[src/hdl/okss_pkg.sv]
// shared types and constants for the ordered key set block
package okss_pkg;

  // key width; the leaf, middle and top levels of the set are laid out for 16 bits
  localparam int KeyBits  = 16;
  localparam int WordBits = 64;
  localparam int PosBits  = 6;

  typedef enum logic [1:0] {
    MODE_INSERT = 2'd0,
    MODE_DELETE = 2'd1,
    MODE_TEST   = 2'd2,
    MODE_SUCC   = 2'd3
  } mode_t;

  typedef struct packed {
    logic       found;
    logic [5:0] pos;
  } scan_t;

  // lowest set bit of w at or above position lo, as one priority search
  function automatic scan_t lowest_from(input logic [63:0] w, input logic [6:0] lo);
    scan_t r;
    r.found = 1'b0;
    r.pos   = '0;
    for (int i = 63; i >= 0; i--) begin
      if (w[i] && (7'(i) >= lo)) begin
        r.found = 1'b1;
        r.pos   = 6'(i);
      end
    end
    return r;
  endfunction

  function automatic logic [5:0] highest_bit(input logic [63:0] w);
    logic [5:0] p;
    p = '0;
    for (int i = 0; i < 64; i++) begin
      if (w[i]) p = 6'(i);
    end
    return p;
  endfunction

endpackage

[src/hdl/okss_scan.sv]
// shared bit scan unit: lowest set bit from a start position, and highest set bit
module okss_scan (
  input  logic [63:0]         word,
  input  logic [6:0]          start,
  output okss_pkg::scan_t     low,
  output logic [5:0]          high
);

  assign low  = okss_pkg::lowest_from(word, start);
  assign high = okss_pkg::highest_bit(word);

endmodule

[config.mk]
export PLATFORM = sky130hd
export DESIGN_NAME = okss_scan
export DESIGN_NICKNAME = d
export VERILOG_FILES = /design/src/hdl/okss_pkg.sv /design/src/hdl/okss_scan.sv
export SDC_FILE = /design/constraint.sdc
export NUM_CORES = 1
export LEC_CHECK = 0
export BUFFER_PORTS_ARGS = -buffer_cell sky130_fd_sc_hd__buf_4
export CAP_MARGIN = 20
export CORE_ASPECT_RATIO = 1.4
export CORE_MARGIN = 1.5
export CORE_UTILIZATION = 45
export DETAILED_ROUTE_END_ITERATION = 10
export GPL_ROUTABILITY_DRIVEN = 1
export MAX_ROUTING_LAYER = met4
export PLACE_DENSITY_LB_ADDON = 0.12
export REMOVE_ABC_BUFFERS = 1
export SLEW_MARGIN = 20
export SYNTH_ARGS = -nofsm -noshare
export SYNTH_HDL_FRONTEND = slang
export SYNTH_SLANG_ARGS = --single-unit
[constraint.sdc]
create_clock -name vclk -period 1.85
set_input_delay 0.185 -clock vclk [all_inputs]
set_output_delay 0.185 -clock vclk [all_outputs]
set_load 0.1 [all_outputs]
==> results of run 1 <==
## what timing repair did
| item | in CTS |
|---|---|
| setup endpoints to repair | 13 |
| setup buffers | 13 |
| pin swaps | 54 |
| resized for setup | 139 |
| cloned | 2 |
## cell families after synthesis
kind of cell	count (synthesis)	share of synthesized area, %
AO/OA/AOI/OAI	221	53.1
AND/OR/NAND/NOR	204	37.8
buffers and inverters	51	8.72
multiplexers	1	0.363
## Yosys cell counts, drive strengths merged, types with 8 or more instances
library cell and number:
a21boi 9, a21oi 50, a31oi 15, buf 19, inv 26, nand2 41, nand3 17, nor2 43
nor2b 12, nor3 30, nor4 13, o211ai 13, o21ai 59, or2 8
## through the flow
step           area (µm²)  instances
2_1_floorplan        2610        452
3_3_place_gp         4770        789
3_5_place_dp         4770        789
4_1_cts              5540        804
## metal layers
layer | overflow | track usage, %
met1 | 0 | 68.5
met2 | 58 | 102
met3 | 0 | 45.8
met4 | 20 | 89.5
met5 | - | -
==> qor.yml, run 1 <==
grt_use_total_pct: 76.0
port-buffer-count: 84
gp_congestion: 1.10
post-place-ws_ps: -711
grt_max_degree: 17
synthesis.area_um2: 2750
die_w_um: 69.1
initial_core_util_pct: 47.0
ys_seq_area_share_pct: 0
yosys.area.top_type: "a21oi_1"
grt_remaining_overflow: 78
postSynthCellCount: 477
outcome: "stopped before the end"
hold_buffers: 0
yosysWarnings: 0
dp_hpwl_um: 13200
synth_top_area_share_pct: 8.91
haltStage: "global routing"
num_io_pins: 84
error: "[ERROR GRT-0116] Global routing finished with congestion. Check the congestion regions in the DRC Viewer."
synthDistinctLibCells: 73
grt_pass1_wl_um: 39000
synth.area.top_cells: "a21oi_1 8.9%, o21ai_0 7.8%, nor2_1 5.9%"
die_h_um: 95.6
grt_pass1_vias: 7118
synth_area_per_cell_um2: 5.77
rows: 33
==> run 2, diff against run 1 <==
--- a/config.mk
+++ b/config.mk
@@ -7,13 +7,11 @@
 export LEC_CHECK = 0
 export BUFFER_PORTS_ARGS = -buffer_cell sky130_fd_sc_hd__buf_4
 export CAP_MARGIN = 20
-export CORE_ASPECT_RATIO = 1.4
 export CORE_MARGIN = 1.5
-export CORE_UTILIZATION = 45
+export CORE_UTILIZATION = 30
 export DETAILED_ROUTE_END_ITERATION = 10
 export GPL_ROUTABILITY_DRIVEN = 1
-export MAX_ROUTING_LAYER = met4
-export PLACE_DENSITY_LB_ADDON = 0.12
+export PLACE_DENSITY_LB_ADDON = 0.15
 export REMOVE_ABC_BUFFERS = 1
 export SLEW_MARGIN = 20
 export SYNTH_ARGS = -nofsm -noshare
==> constraint.sdc (replaced) <==
create_clock -name vclk -period 2.4
set_input_delay 0.24 -clock vclk [all_inputs]
set_output_delay 0.24 -clock vclk [all_outputs]
set_load 0.1 [all_outputs]
==> run 2 against run 1 <==
Synthesized area stayed put. The flow now finishes, with violations (design-rule violations, negative setup slack). Synthesized cell count did not move.
==> qor.yml, run 2 <==
synth-xor-area-share_pct: 0
p_seq_share_pct: 0
synth_top_family_by_area: "compound AO/OA/AOI/OAI gates"
maxSlewViolCount: 0
final_nets: 770
synth_area_per_cell_um2: 5.77
layout-area-overhead-vs-synth_pct: 100
synthDistinctLibCells: 73
core_area_um2: 8810
setup_viol: 5
rsz0062_at_grt: "true"
yosysWarnings: 0
power.internal_uw: 579
synth.area.top_cells: "a21oi_1 8.9%, o21ai_0 7.8%, nor2_1 5.9%"
path_cells: "buf_12 > buf_4 > nand4bb_1 > buf_4 > nor2_1 > a21oi_1 > o21ai_1 > a311o_1 > a2111o_1 > a31oi_4 > buf_12"
final_common_cell: "buf_4"
grt_pass1_wl_um: 25300
dp_hpwl_um: 13300
power.switching_uw: 741
finalCritPeriodShare_pct: 103
synth_top_area_share_pct: 8.91
postSynthCellCount: 477
num_io_pins: 84
die-area_um2: 9760
clockPowerShare_pct: 0
die_w_um: 98.8
vias_per_cell: 6.14
vias: 4943
drt_iter0_drc: 465
cpMaxStageDelayCell: "a2111o_1"
peakVddDrop_uv: 283
synthesis.area_um2: 2750
wl_per_cell_um: 21.3
yosys.area_share.simple_pct: 37.8
max-slew-margin-rel_pct: 67.5
p_leak_nw: 2.25
hp-class: "input port to primary output"
grt_use_total_pct: 32.8
rows: 34
worst-path-buf-inv: 4
max_stage_delay_ps: 360
crit_type: "input port to primary output"
cp-end-kind: "primary output"
design.seq.count: 0
die_h_um: 98.8
finalWorstSetupSlack_ps: -74.8
ys_seq_area_share_pct: 0
violations: "design-rule violations, negative setup slack"
final_cell_mix: "208 x buf_4, 44 x a21oi_1, 39 x nor2_1, 38 x nand2_1, 35 x o21ai_0"
fin_setup_tns_ps: -260
postRouteAntennaNets: 0
ff_latch_area_um2: 0
ys_top_cells_by_count: "49 x a21oi_1, 43 x nor2_1, 43 x o21ai_0"
drive_above_1_share_pct: 48.8
drt_wl_total_um: 17200
port-buffer-count: 84
diodes: 0
firstDrtPassIters: 8
synth_mux_area_share_pct: 0.363
clock_buffers: 0
arrival_ps: 2230
comb_power_share_pct: 100.0
synth-compound-area-share_pct: 53.1
crit_path_start_kind: "input port"
yosysMostFrequentCell: "a21oi_1"
outcome: "complete, but fails checks"
yosys.area.top_type: "a21oi_1"
drc: 6
gp_congestion: 1.01
required_ps: 2160
grt_pass1_vias: 4554
initial_core_util_pct: 31.3
fin_crit_ps: 2470
hold_buffers: 0
hold_viol_final: 0
grt_remaining_overflow: 0
antenna_found_initial: 0
fin_util_pct: 62.6
grt_max_degree: 16
max_freq_ghz: 0.404
crit_family: "compound AO/OA/AOI/OAI gates"
worstMarginPinSlew_ps: 484
synth_adder_area_share_pct: 0
power_density_nw_per_um2: 239
path_max_fanout: 8
timing.max_cap.violations: 0
swShare_pct: 56.2
[run 2: cell families (layout without fill, tap and decap cells)]
logic type             after synthesis  after routing
AND/OR/NAND/NOR                    204            204
buffers and inverters               51            271
multiplexers                         1              1
AO/OA/AOI/OAI                      221            221
[run 2: repair_timing]
item / in CTS / in global routing
gates resized for setup: 102 / 77
setup endpoints to repair: 8 / 9
cloned: 0 / 3
setup buffers: 6 / 21
pin swaps: 23 / 29
[run 2: final timing paths]
check      from  endpoint  slack (ps)  cells past startpoint
max    start[5]    low[0]         -70                     11
min    word[57]   high[1]        1020                      5
[run 2: stage by stage]
step / instances / power, mW / hold WS [ps] / worst slack [ps] / cell area (µm²)
finish: 805 / 1.32 / 1020 / -74.8 / 5520
detailed placement: 777 / 1.02 / 1020 / -455 / 4390
CTS: 783 / 1.17 / 1020 / -90.3 / 4930
global route: 805 / 1.39 / 1060 / -148 / 5520
global placement: 777 / 1.02 / 990 / -343 / 4390
floorplan: 452 / 0.484 / 884 / -1540 / 2610
[run 2: final cells by class]
class,count,area (µm²)
repair buffers,245,2140
fillers,825,3290
multi-input cells,426,3140
inverters,26,101
well taps,108,135
[run 2: power groups by stage]
| stage | sequential (mW) | combinational (mW) | clock, mW |
|---|---|---|---|
| after floorplan | 0 | 0.484 | 0 |
| after global placement | 0 | 1.02 | 0 |
| after detailed placement | 0 | 1.02 | 0 |
| after CTS | 0 | 1.17 | 0 |
| after global routing | 0 | 1.39 | 0 |
| final | 0 | 1.32 | 0 |
[run 2: routing by layer]
layer	wire length [µm]	track usage (%)	vias up
met2	7650	52.0	288
met1	7480	48.4	2318
li1	-	-	2292
met3	1510	2.41	45
met4	538	6.81	0
met5	0	0	-
(Power assumes the default switching activity.)
==> run 3, diff against run 2 <==
==> constraint.sdc (replaced) <==
create_clock -name vclk -period 2.7
set_input_delay 0.27 -clock vclk [all_inputs]
set_output_delay 0.27 -clock vclk [all_outputs]
set_load 0.1 [all_outputs]
==> run 3 against run 2 <==
The flow still finishes with violations (design-rule violations, negative setup slack). Count of clock-buffer cells in the layout did not move. Core utilization fell by 12 points. Setup slack improved by 69 ps. Flip-flop and latch count unchanged. Die area stayed put. Sequential share of layout area unchanged. Combinational power down 25%. Highest routed layer unchanged. Power is 25% lower. Critical endpoint is now low[3]. Cell count fell by 7.6%.
==> qor.yml, run 3 (same netlist as run 2, synthesis figures left out) <==
drc: 6
final_cell_mix: "172 x buf_4, 44 x a21oi_1, 40 x nor2_1, 39 x nand2_1, 37 x o21ai_0"
grt_use_total_pct: 31.9
rows: 34
max_freq_ghz: 0.370
peakVddDrop_uv: 234
setup_viol: 1
diodes: 0
vias_per_cell: 6.20
max_stage_delay_ps: 310
required_ps: 2430
die_w_um: 98.8
grt_max_degree: 14
initial_core_util_pct: 31.3
rsz0062_at_grt: "true"
worstMarginPinSlew_ps: 666
path_max_fanout: 9
wl_per_cell_um: 21.6
hold_viol_final: 0
finalCritPeriodShare_pct: 100
die-area_um2: 9760
hp-class: "input port to primary output"
final_nets: 709
power_density_nw_per_um2: 221
outcome: "complete, but fails checks"
max-slew-margin-rel_pct: 55.3
worst_path_most_repeated_cell: "buf_4"
arrival_ps: 2440
gp_congestion: 1.00
drive_above_1_share_pct: 38.4
fillers: 956
violations: "design-rule violations, negative setup slack"
fin_crit_ps: 2710
design.seq.count: 0
firstDrtPassIters: 8
hold_buffers: 0
clock_buffers: 0
drt_iter0_drc: 454
final_cells: 744
vias: 4611
crit_path_start_kind: "input port"
grt_pass1_vias: 4222
antenna_found_initial: 0
dp.cells: 737
final_common_cell: "buf_4"
cpMaxStageDelayCell: "o31ai_1"
maxSlewViolCount: 0
finalWorstSetupSlack_ps: -5.54
grt_remaining_overflow: 0
layout-area-overhead-vs-synth_pct: 62.7
cp-end-kind: "primary output"
p_leak_nw: 1.81
num_io_pins: 84
fin_setup_tns_ps: -5.54
drt_wl_total_um: 16100
crit_type: "input port to primary output"
die_h_um: 98.8
grt_pass1_wl_um: 24200
dp_hpwl_um: 13400
postRouteAntennaNets: 0
ff_latch_area_um2: 0
port-buffer-count: 84
p_total_uw: 992
timing.max_cap.violations: 0
core_area_um2: 8810
path_cells: "buf_4 > buf_4 > nor3_4 > o21ai_1 > a21o_1 > and3b_1 > nor4_1 > nor3_1 > o31ai_1 > clkbuf_8"
## run 3: cell count changes in the layout (fill, tap and decap cells not counted), sizes merged
| cell | change |
|---|---|
| buf | -59 |
| clkbuf | -2 |
## run 3: metal layers
metal,up-vias,share of wire [%],track usage (%)
li1,2177,-,-
met1,2156,44,45.0
met2,245,45,50.0
met3,33,7.9,4.75
met4,0,3.7,9.34
met5,-,0,0
## run 3: report_power, final
part | internal, mW | switching, mW | total (mW)
combinational | 0.393 | 0.599 | 0.992
sequential | 0 | 0 | 0
clock | 0 | 0 | 0
total | 0.393 | 0.599 | 0.992
## run 3: per-stage QoR
step / utilization [%] / worst slack [ps] / hold WS (ps) / area (µm²)
floorplan: - / -1300 / 944 / 2610
global placement: 46.3 / -329 / 1050 / 4080
detailed placement: 46.3 / -328 / 1050 / 4080
CTS: 47.5 / 3.57 / 1050 / 4190
global route: 50.9 / -53.5 / 1110 / 4480
finish: 50.9 / -5.54 / 1060 / 4480
## run 3: critical path: cells and delay by family
family,cells,cell delay [ps]
simple gates,4,870
compound gates,3,660
buf+inv,3,630
## run 3: path summary, 6_finish.rpt
kind | start | to | slack [ps] | depth (start not counted)
min | word[57] | high[1] | 1060 | 5
max | start[1] | low[3] | -6 | 10
## run 3: area by class of cell
class | instances | area [µm²] | area share (%)
repair buffers | 184 | 1440 | 32.2
inverters | 26 | 101 | 2.26
well taps | 108 | 135 | 3.02
multi-input cells | 426 | 2800 | 62.6
## run 3: what timing repair did
action,in CTS,in global routing
endpoints found under the setup margin,7,7
gates resized for setup,22,55
setup buffers,2,5
pin swaps,4,13
